<file path="config.mk">
export PLATFORM = sky130hd
export DESIGN_NAME = periodic_message_scheduler
export DESIGN_NICKNAME = d
export VERILOG_FILES = /design/src/design/pms_pkg.sv /design/src/design/pms_controller.sv /design/src/design/pms_datapath.sv /design/src/design/periodic_message_scheduler.sv
export SDC_FILE = /design/constraint.sdc
export NUM_CORES = 2
export LEC_CHECK = 0
export ABC_AREA = 1
export BUFFER_PORTS_ARGS = -buffer_cell sky130_fd_sc_hd__buf_2
export CAP_MARGIN = 20
export CORE_MARGIN = 3
export CORE_UTILIZATION = 50
export DETAILED_ROUTE_END_ITERATION = 8
export PLACE_DENSITY = 0.63
export REMOVE_ABC_BUFFERS = 1
export SYNTH_ARGS = -nofsm -noshare
export SYNTH_HDL_FRONTEND = slang
export SYNTH_SLANG_ARGS = --single-unit
</file>
<file path="constraint.sdc">
create_clock -name clock -period 8.6 [get_ports clock]
set_clock_uncertainty 0.05 [all_clocks]
set_input_delay 1.72 -clock clock [delete_from_list [all_inputs] [get_ports clock]]
set_output_delay 1.72 -clock clock [all_outputs]
set_load 0.02 [all_outputs]
</file>
<file path="src/design/pms_pkg.sv">
// ----------------------------------------------------------------------------
// pms_pkg
// Shared types and constants of the periodic message scheduler.
// ----------------------------------------------------------------------------
package pms_pkg;

   // Result kinds
   typedef enum logic [1:0] {
      KIND_REGISTERED = 2'd0,
      KIND_FULL       = 2'd1,
      KIND_DUE        = 2'd2,
      KIND_NONE       = 2'd3
   } kind_type;

   // Input item functions
   localparam logic FUNC_REGISTER = 1'b0;
   localparam logic FUNC_TICK     = 1'b1;

   // Control register reset value and byte-address select bit value
   localparam logic [7:0] STAGGER_RESET = 8'd2;
   localparam logic       REG_STAGGER   = 1'b0;

   typedef enum logic [1:0] {
      ST_IDLE,
      ST_SCAN,
      ST_FINISH
   } state_type;

   // Commands from the controller to the datapath
   typedef struct packed {
      logic accept_reg;   // register item accepted
      logic accept_tick;  // tick item accepted
      logic scan;         // scan in progress
      logic step;         // evaluate the current entry and advance
      logic finish;       // load the closing result of a tick
   } cmd_type;

   // Status from the datapath to the controller
   typedef struct packed {
      logic out_free;     // result register can take a new item
      logic count_zero;   // table is empty
      logic due;          // current entry is due
      logic pend_valid;   // a due result is held back
      logic at_last;      // current entry is the last one in the table
   } status_type;

endpackage

</file>
<file path="src/design/pms_controller.sv">
// ----------------------------------------------------------------------------
// pms_controller
// Sequencer for register items and tick scans.
// ----------------------------------------------------------------------------
module pms_controller (
   input  logic                clock,
   input  logic                reset,
   input  logic                req_valid,
   input  logic                req_func,
   output logic                req_stall,
   input  pms_pkg::status_type status,
   output pms_pkg::cmd_type    cmd
);
   import pms_pkg::*;

   state_type state_ff, state_in;

   always_ff @(posedge clock) begin
      if (reset) begin
         state_ff <= ST_IDLE;
      end else begin
         state_ff <= state_in;
      end
   end

   always_comb begin
      state_in  = state_ff;
      cmd       = '0;
      req_stall = 1'b1;
      case (state_ff)
         ST_IDLE: begin
            req_stall = !status.out_free;
            if (req_valid && status.out_free) begin
               if (req_func == FUNC_REGISTER) begin
                  cmd.accept_reg = 1'b1;
               end else begin
                  cmd.accept_tick = 1'b1;
                  if (!status.count_zero) begin
                     state_in = ST_SCAN;
                  end
               end
            end
         end
         ST_SCAN: begin
            cmd.scan = 1'b1;
            // hold when a held-back result must go out and the output is busy
            cmd.step = !(status.due && status.pend_valid && !status.out_free);
            if (cmd.step && status.at_last) begin
               state_in = ST_FINISH;
            end
         end
         ST_FINISH: begin
            if (status.out_free) begin
               cmd.finish = 1'b1;
               state_in   = ST_IDLE;
            end
         end
         default: begin
            state_in = ST_IDLE;
         end
      endcase
   end

   a_step_only_in_scan: assert property (@(posedge clock) disable iff (reset)
      cmd.step |-> state_ff == ST_SCAN)
      else $error("step outside scan");

   a_scan_leaves_to_finish: assert property (@(posedge clock) disable iff (reset)
      (state_ff == ST_SCAN && state_in != ST_SCAN) |=> state_ff == ST_FINISH)
      else $error("scan did not end in finish");

   a_no_accept_while_busy: assert property (@(posedge clock) disable iff (reset)
      state_ff != ST_IDLE |-> req_stall)
      else $error("input taken during a scan");

endmodule

</file>
<file path="src/design/pms_datapath.sv">
// ----------------------------------------------------------------------------
// pms_datapath
// Entry table memory, scan index, due check and result register.
// ----------------------------------------------------------------------------
module pms_datapath #(
   parameter int TABLE_DEPTH = 32
) (
   input  logic                clock,
   input  logic                reset,
   input  pms_pkg::cmd_type    cmd,
   output pms_pkg::status_type status,
   input  logic [7:0]          stagger_ms,
   input  logic [31:0]         req_now_ms,
   input  logic [7:0]          req_msg_id,
   input  logic [15:0]         req_period,
   input  logic                req_enabled,
   input  logic                req_has_packer,
   output logic                rsp_valid,
   input  logic                rsp_stall,
   output logic [1:0]          rsp_kind,
   output logic [7:0]          rsp_due_id,
   output logic                rsp_last
);
   import pms_pkg::*;

   localparam int IW = (TABLE_DEPTH > 1) ? $clog2(TABLE_DEPTH) : 1;
   localparam int CW = $clog2(TABLE_DEPTH + 1);

   typedef struct packed {
      logic [7:0]  ident;
      logic        enabled;
      logic        packer;
      logic [15:0] period;
      logic [31:0] stamp;
   } entry_type;

   entry_type mem [TABLE_DEPTH];
   entry_type rd_ff;
   entry_type wr_data;
   logic      wr_en;
   logic [IW-1:0] wr_addr, rd_addr;

   logic [CW-1:0] count_ff, count_in;
   logic [IW-1:0] idx_ff, idx_in;
   logic [31:0]   now_ff;
   logic          pend_valid_ff, pend_valid_in;
   logic [7:0]    pend_id_ff, pend_id_in;

   logic          rsp_valid_ff, rsp_valid_in;
   kind_type      kind_ff, kind_in;
   logic [7:0]    due_id_ff, due_id_in;
   logic          last_ff, last_in;

   logic          full, load;
   logic [CW+7:0] offset;
   logic [31:0]   diff;

   assign full   = count_ff == CW'(TABLE_DEPTH);
   assign offset = count_ff * stagger_ms;
   assign diff   = now_ff - rd_ff.stamp;

   assign status.out_free   = !rsp_valid_ff || !rsp_stall;
   assign status.count_zero = count_ff == '0;
   assign status.due        = rd_ff.enabled && rd_ff.packer && !diff[31] &&
                              (diff >= {16'd0, rd_ff.period});
   assign status.pend_valid = pend_valid_ff;
   assign status.at_last    = (CW'(idx_ff) + CW'(1)) == count_ff;

   // Table port selection
   always_comb begin
      wr_en   = 1'b0;
      wr_addr = idx_ff;
      wr_data = rd_ff;
      if (cmd.accept_reg) begin
         wr_en   = !full;
         wr_addr = count_ff[IW-1:0];
         wr_data = '{ident:   req_msg_id,
                     enabled: req_enabled,
                     packer:  req_has_packer,
                     period:  req_period,
                     stamp:   req_now_ms + 32'(offset)};
      end else if (cmd.step && status.due) begin
         wr_en         = 1'b1;
         wr_data.stamp = now_ff;
      end
      if (!cmd.scan) begin
         rd_addr = '0;
      end else if (cmd.step) begin
         rd_addr = status.at_last ? '0 : idx_ff + IW'(1);
      end else begin
         rd_addr = idx_ff;
      end
   end

   always_ff @(posedge clock) begin
      if (wr_en) begin
         mem[wr_addr] <= wr_data;
      end
      rd_ff <= mem[rd_addr];
   end

   // Scan bookkeeping and result register
   always_comb begin
      count_in      = count_ff;
      idx_in        = idx_ff;
      pend_valid_in = pend_valid_ff;
      pend_id_in    = pend_id_ff;
      kind_in       = kind_ff;
      due_id_in     = due_id_ff;
      last_in       = last_ff;
      load          = 1'b0;
      if (cmd.accept_reg) begin
         load      = 1'b1;
         kind_in   = full ? KIND_FULL : KIND_REGISTERED;
         due_id_in = '0;
         last_in   = 1'b1;
         if (!full) begin
            count_in = count_ff + CW'(1);
         end
      end
      if (cmd.accept_tick) begin
         idx_in        = '0;
         pend_valid_in = 1'b0;
         if (status.count_zero) begin
            load      = 1'b1;
            kind_in   = KIND_NONE;
            due_id_in = '0;
            last_in   = 1'b1;
         end
      end
      if (cmd.step) begin
         idx_in = idx_ff + IW'(1);
         if (status.due) begin
            if (pend_valid_ff) begin
               load      = 1'b1;
               kind_in   = KIND_DUE;
               due_id_in = pend_id_ff;
               last_in   = 1'b0;
            end
            pend_valid_in = 1'b1;
            pend_id_in    = rd_ff.ident;
         end
      end
      if (cmd.finish) begin
         load      = 1'b1;
         kind_in   = pend_valid_ff ? KIND_DUE : KIND_NONE;
         due_id_in = pend_valid_ff ? pend_id_ff : 8'd0;
         last_in   = 1'b1;
      end
      rsp_valid_in = load ? 1'b1 : (rsp_valid_ff && rsp_stall);
   end

   always_ff @(posedge clock) begin
      if (reset) begin
         count_ff      <= '0;
         rsp_valid_ff  <= 1'b0;
         pend_valid_ff <= 1'b0;
      end else begin
         count_ff      <= count_in;
         rsp_valid_ff  <= rsp_valid_in;
         pend_valid_ff <= pend_valid_in;
      end
      idx_ff     <= idx_in;
      pend_id_ff <= pend_id_in;
      kind_ff    <= kind_in;
      due_id_ff  <= due_id_in;
      last_ff    <= last_in;
      if (cmd.accept_tick) begin
         now_ff <= req_now_ms;
      end
   end

   assign rsp_valid  = rsp_valid_ff;
   assign rsp_kind   = kind_ff;
   assign rsp_due_id = due_id_ff;
   assign rsp_last   = last_ff;

   a_count_bounded: assert property (@(posedge clock) disable iff (reset)
      count_ff <= CW'(TABLE_DEPTH))
      else $error("entry count beyond table depth");

   a_load_needs_room: assert property (@(posedge clock) disable iff (reset)
      load |-> status.out_free)
      else $error("result overwritten before delivery");

   a_full_keeps_count: assert property (@(posedge clock) disable iff (reset)
      (cmd.accept_reg && full) |=> $stable(count_ff))
      else $error("full table changed count");

endmodule

</file>
<file path="src/design/periodic_message_scheduler.sv">
// ----------------------------------------------------------------------------
// periodic_message_scheduler
// Table of periodic messages with staggered registration and tick scans.
// ----------------------------------------------------------------------------
// Register item: one result, registered and valid in the cycle after acceptance; the next
//   item can be taken in the following cycle unless the result channel stalls.
// Tick item: the scan reads one table entry per cycle from a memory with a
//   registered read port, unless a held-back result meets a stalled output.
// Reset clears the entry count, the scan controller and the result valid;
//   stagger_ms returns to 2. Table contents are not cleared.
// ----------------------------------------------------------------------------
module periodic_message_scheduler #(
   parameter int TABLE_DEPTH = 32
) (
   input  logic        clock,
   input  logic        reset,
   // input channel
   input  logic        req_valid,
   output logic        req_stall,
   input  logic        req_func,
   input  logic [31:0] req_now_ms,
   input  logic [7:0]  req_msg_id,
   input  logic [15:0] req_period,
   input  logic        req_enabled,
   input  logic        req_has_packer,
   // result channel
   output logic        rsp_valid,
   input  logic        rsp_stall,
   output logic [1:0]  rsp_kind,
   output logic [7:0]  rsp_due_id,
   output logic        rsp_last,
   // control register port
   input  logic        csr_psel,
   input  logic        csr_penable,
   input  logic        csr_pwrite,
   input  logic [2:0]  csr_paddr,
   input  logic [31:0] csr_pwdata,
   output logic [31:0] csr_prdata,
   output logic        csr_pready
);
   import pms_pkg::*;

   cmd_type    cmd;
   status_type status;

   logic [7:0] stagger_ff, stagger_in;
   logic       csr_hit;

   // The single register sits at byte offset zero; bit 2 picks the next
   // register slot, which does not exist.
   assign csr_hit    = csr_paddr[2] == REG_STAGGER;
   assign csr_pready = 1'b1;
   assign csr_prdata = csr_hit ? {24'd0, stagger_ff} : 32'd0;

   // Write on the access phase of a write transfer.
   always_comb begin
      stagger_in = stagger_ff;
      if (csr_psel && csr_penable && csr_pwrite && csr_pready && csr_hit) begin
         stagger_in = csr_pwdata[7:0];
      end
   end

   always_ff @(posedge clock) begin
      if (reset) begin
         stagger_ff <= STAGGER_RESET;
      end else begin
         stagger_ff <= stagger_in;
      end
   end

   // Sequencer: takes items, walks the table on a tick, closes the result list.
   pms_controller u_controller (
      .clock     (clock),
      .reset     (reset),
      .req_valid (req_valid),
      .req_func  (req_func),
      .req_stall (req_stall),
      .status    (status),
      .cmd       (cmd)
   );

   // Datapath: table memory, due check, held-back result for the last flag.
   pms_datapath #(
      .TABLE_DEPTH (TABLE_DEPTH)
   ) u_datapath (
      .clock          (clock),
      .reset          (reset),
      .cmd            (cmd),
      .status         (status),
      .stagger_ms     (stagger_ff),
      .req_now_ms     (req_now_ms),
      .req_msg_id     (req_msg_id),
      .req_period     (req_period),
      .req_enabled    (req_enabled),
      .req_has_packer (req_has_packer),
      .rsp_valid      (rsp_valid),
      .rsp_stall      (rsp_stall),
      .rsp_kind       (rsp_kind),
      .rsp_due_id     (rsp_due_id),
      .rsp_last       (rsp_last)
   );

endmodule
</file>
==> Word-level counts from Yosys, hierarchy flattened <==
Memory sizes are Yosys's and may differ from the RTL's. A register that Yosys moved wholly into a read port is not among the register bits.
Cells that the tools add are included.
{ "classes": {"add_sub_neg": 5, "n_mul": 1, "n_lt_le_gt_ge": 1, "eq_ne": 9, "muxes": 62, "n_bitwise": 2, "n_reduce_logical": 25} }
{ "op_table": {"columns": ["op", "count"], "rows": [
  ["two-way mux 8 bit", 9],
  ["two-way mux 32 bit", 2],
  ["adder 32 x 14 -> 32 bit", 1],
  ["greater-or-equal comparator 32 x 16 -> 1 bit", 1],
  ["subtractor 32 bit", 1],
  ["two-way mux 2 bit", 15],
  ["two-way mux 5 bit", 6],
  ["two-way mux 1 bit", 28],
  ["two-way mux 26 bit", 1],
  ["multiplier 6 x 8 -> 14 bit", 1],
  ["logical AND 1 bit", 12],
  ["adder 5 x 1 -> 6 bit, second input constant", 1],
  ["adder 6 x 1 -> 6 bit, second input constant", 1],
  ["== test 6 bit", 1],
  ["== test 6 bit, second input constant", 1],
  ["logical NOT 1 bit", 6],
  ["logical NOT 6 bit", 1],
  ["!= test 2 x 1 -> 1 bit, second input constant", 3],
  ["one-hot mux 2 bit (3 select lines)", 1],
  ["adder 5 x 1 -> 5 bit, second input constant", 1],
  ["AND reduction 5 bit", 1],
  ["!= test 2 bit, second input constant", 2],
  ["AND reduction 2 bit", 2],
  ["== test 2 x 1 -> 1 bit, second input constant", 1],
  ["5 further kinds", 6]
]} }
{ "totals": {"regBits": 74, "mem_bits_rw": 1856, "inputBits": 101, "memories": 1} }
{ "memory_table": {"columns": ["memory", "depth", "width", "read_ports", "rd_ports_with_merged_regs", "write_ports", "line_no", "source"], "rows": [
  ["u_datapath.mem", 32, 58, 1, 1, 1, "pms_datapath.sv:37", "entry_type mem [TABLE_DEPTH];"]
]} }

==> Logic depth before layout (Yosys ltp) <==
{ "depth": {"ltp_word": 13, "depth_mapped": 34, "mapped_depth_nobuf": 33} }

==> Hierarchy <==
Synthesis repeated with hierarchy kept, for this count alone.
{ "hier_totals": {"hier_cells": 8994, "hier_area_um2": 90367.9} }
{ "by_module_without_submodules": {"columns": ["mod", "instances", "cells_each", "area_each_um2"], "rows": [
  ["pms_datapath", 1, 8868, 89548.4],
  ["periodic_message_scheduler", 1, 98, 659.4],
  ["pms_controller", 1, 28, 160.2]
]} }

==> Worst setup path after synthesis <==
OpenSTA, ideal clock, no wires.
{ "synth_timing": {"path_type": "register to register", "startpoint": "register u_datapath.count_ff[0]", "endpoint": "memory u_datapath.mem[0][21] in the netlist's numbering (data pin)", "setup_time_ps": 454, "t_arrival_ps": 5595, "required_time_ps": 8096, "path_slack_ps": 2501, "path_stages_with_launch": 21, "path_buffers": 1, "path_cell_list": "dfxtp_1 clkbuf_1 nand2_1 fa_1 inv_1 ha_1 inv_1 fa_1 fa_1 inv_1 ha_1 inv_1 o21ai_0 a31oi_1 o21ai_0 a21oi_1 o21ai_0 nand2_1 nand2_1 nand2_1 o21ai_0"} }
{ "synth_rtl": {"columns": ["item", "line_no", "source"], "rows": [
  ["start, declared", "pms_datapath.sv:43", "logic [CW-1:0] count_ff, count_in;"],
  ["start signal, assigned", "pms_datapath.sv:159", "count_ff <= count_in;"],
  ["end, declared", "pms_datapath.sv:37", null]
]} }

==> flow_metrics.py <==
metrics = {
    "status": {
        "outcome": "finished clean",
    },
    "worst_setup_path": {
        "timing.rr.start": "u_datapath.count_ff[0]",
        "worst_ep_required_time_ns": 9.02,
        "critPathCaptureType": "flip-flop",
        "path_class": "reg2reg",
        "timing.critical_path.fanout_max": 32,
        "reg2regPathDepth": 24,
        "ff2ff_setup_slack_ns": 1.50,
        "critical_path.max_stage_delay_ns": 0.73,
        "path_cells": "nand2_1 > fa_1 > inv_1 > ha_1 > inv_1 > fa_1 > fa_1 > inv_1 > ha_1 > nand2_1 > nand2_1 > a21oi_1 > o21ai_1 > nand3_1 > and2_1 > o21ai_1 > a21boi_0 > o21ai_1 > nand4_1 > nor2_1 > nand2_1 > a21oi_1 > o21ai_1 > nand2_1",
        "crit_path_frequent_cell": "nand2_1",
        "critical_path.startpoint_type": "flip-flop",
        "worstReg2RegEnd": "u_datapath.mem[18][24]",
        "timing.critical_path.arrival_ns": 7.52,
        "cpMaxStageDelayCell": "nand2_1",
    },
    "logic_synthesis": {
        "netlist_top_cells_area": "edfxtp_1 (66%), nand3_1 (16%), nand2_1 (6.3%), dfxtp_1 (2.0%), buf_2 (1.9%)",
        "synth.cell_area_mm2": 0.0863,
        "yosysUniqueCellTypes": 54,
        "syn_inst": 7581,
        "postSynth.topFlopCell": "edfxtp_1",
        "synth_top_cells_by_count": "nand3_1 (2709), edfxtp_1 (1901), nand2_1 (1451)",
        "yosys.area.top_type_share_pct": 66.2,
        "post_synth.cell_area_avg_um2": 11.4,
        "synth_seq_cells": 1988,
        "synth-edff-count": 1901,
        "synthMostInstantiatedCell": "nand3_1",
        "synth_warnings": 0,
        "yosysSeqAreaShare_pct": 68.2,
        "ys_async_sr_fraction_pct": 0,
        "synthDominantAreaCellType": "edfxtp_1",
    },
    "sta": {
        "worstMarginPinSlew_ns": 1.37,
        "whs_ns": 0.389,
        "hold_violations": 0,
        "final.setup.worst_slack_ns": 1.50,
        "final_period_minus_worst_setup_slack_ns": 7.10,
        "finalCritPeriodShare_pct": 82.5,
        "final-setup-viol-count": 0,
        "fmax_ghz": 0.141,
        "worst_slew_margin_rel_pct": 8.88,
        "rsz0062_at_grt": "false",
        "tns_ns": 0,
        "finalMaxSlewViolations": 0,
    },
    "die": {
        "floorplan.initialDensity_pct": 50.6,
        "row_count": 151,
        "floorplan.io_pins": 147,
        "core_region_area_mm2": 0.170,
        "die_area_mm2": 0.178,
        "chipWidth_um": 421,
        "fp.dieH_um": 421,
    },
    "hold_path": {
        "holdPathEnd": "u_datapath.pend_id_ff[1]",
        "holdCritStartpoint": "u_datapath.rd_ff[51]",
        "whs_path_depth": 0,
        "worst_hold_path_type": "reg2reg",
    },
    "route": {
        "post_drt_via_cell_ratio": 6.05,
        "violation_count_after_the_first_detailed_route_iteration": 8393,
        "routed_wl_um": 257000,
        "drt_drc_violations_left": 0,
        "ant_nets": 0,
        "num_vias": 60500,
        "wire_per_inst_um": 25.7,
        "dr.pass1.iters": 8,
    },
    "place": {
        "detailedPlacementHpwl_um": 131000,
        "numPortBuffers": 95,
        "dp_worst_setup_slack_ns": 1.64,
        "routabilityCongestion": 0.989,
        "placement.cell_area_mm2": 0.0886,
        "numPlacedInstances": 9609,
    },
    "cts": {
        "post-cts-setup-buffers": 0,
        "cts.hold.buffers_added": 0,
        "worst_skew_pair_latency_ns": 0.87,
        "numCtsBuffers": 201,
        "tritoncts": "yes",
        "clock_path_buffers": 3,
        "cts_root_buf": "clkbuf_16",
        "clkSlewWorstSetupHoldPaths_ns": 0.06,
        "numClockSinks": 1988,
        "cts.htree.levels": 4,
        "number_of_cells_upsized_or_downsized_after_cts": 0,
    },
    "pwr": {
        "power_density_mw_per_mm2": 224,
        "total_power_mw": 21.3,
        "peakVddDrop_uv": 216,
        "total_leakage_power_nw": 34.6,
    },
    "finish": {
        "synthToLayoutAreaGrowth_pct": 10.5,
        "fin_area_mm2": 0.0953,
        "final_layout_size_suffix_gt1_share_pct": 8.41,
        "layout.core_utilization_pct": 55.9,
        "nets": 7742,
        "final_cells": 10000,
    },
    "global_route": {
        "grt_pass1_vias": 57200,
        "grt_max_degree": 220,
        "grtUsageTotal_pct": 28.3,
        "wire_length_of_the_first_global_routing_pass_um": 376000,
        "grt-ovfl-total": 0,
        "grt_antenna_before_repair": 14,
    },
    "job": {
        "maxCapViolCount": 0,
    },
}
-- cells in the final DEF (no fill, tap or decap), types with 27 or more instances in the layout --
master | synthesis | routed
buf_4 | 131 | 136
edfxtp_1 | 1901 | 1901
clkbuf_1 | 62 | 64
nand2_1 | 1451 | 1448
ha_1 | 81 | 81
nor2_4 | 1 | 34
nor2_1 | 137 | 105
buf_2 | 321 | 95
fa_1 | 37 | 37
buf_12 | 0 | 27
clkinv_2 | 1 | 36
o21ai_1 | 18 | 38
o21ai_0 | 73 | 47
nand3_1 | 2709 | 2709
dfxtp_1 | 87 | 87
a21oi_1 | 88 | 87
inv_1 | 293 | 291
clkbuf_16 | 0 | 202
-- final cells by class --
| type | count | area [µm²] |
|---|---|---|
| diodes | 5 | 12.5 |
| repair buffers | 265 | 2140 |
| clock inverters | 93 | 1050 |
| multi-input cells | 4755 | 23600 |
| well taps | 2295 | 2870 |
| fillers | 14300 | 75100 |
| clock buffers | 288 | 5600 |
| flip-flops and latches | 1988 | 58800 |
| inverters | 312 | 1200 |
-- where the power goes --
part	internal, mW	switching (mW)
logic	0.374	1.22
registers	11.0	0.0546
clock network	4.93	3.79
total	16.3	5.07
-- kinds of logic after synthesis --
family	Yosys count	synth area share (%)
xor+xnor	29	0.294
fa+ha+maj	118	2.03
compound gates	218	1.39
simple gates	4365	23.2
buf+inv	861	4.92
other cells	2	0.00871
flops	1988	68.2
-- critical path: cells and delay by family (launching register included) --
kind / cells / cell delay [ns]
compound gates: 7 / 1.57
fa+ha+maj: 5 / 2.10
flops: 1 / 0.72
buf+inv: 3 / 0.15
simple gates: 9 / 2.07
-- registers in the layout, indices dropped and copies added, names as in the netlist --
register / flops
u_datapath.mem: 1856
u_datapath.rsp_last: 1
u_datapath.pend_valid_ff: 1
u_datapath.rsp_valid: 1
u_datapath.now_ff: 32
u_datapath.pend_id_ff: 8
u_datapath.rsp_kind: 2
u_controller.state_ff: 2
u_datapath.idx_ff: 5
u_datapath.rsp_due_id: 8
u_datapath.rd_ff: 58
u_datapath.count_ff: 6
stagger_ff: 8
-- routing by layer --
layer	part of all wire (%)	wire length (µm)	vias to the layer above	GRT usage, %
li1	-	-	27100	-
met1	40	103000	29900	38.9
met2	47	121000	3050	44.9
met3	8.9	23000	528	4.91
met4	4.0	10400	0	11.6
met5	0	0	-	0
-- worst max-delay path by stage --
stage                           start                      to  slack [ns]  depth (start not counted)
3_3_place_gp   u_datapath.count_ff[0]  u_datapath.mem[22][26]        1.65                         20
2_1_floorplan    u_datapath.now_ff[6]    u_datapath.rd_ff[14]      -49.86                         27
6_report       u_datapath.count_ff[0]  u_datapath.mem[18][24]        1.50                         24
5_1_grt        u_datapath.count_ff[0]  u_datapath.mem[20][24]        1.02                         20
4_1_cts        u_datapath.count_ff[0]  u_datapath.mem[19][26]        1.55                         24
3_5_place_dp   u_datapath.count_ff[0]  u_datapath.mem[28][26]        1.64                         24
Power figures use the tool's default switching activity.
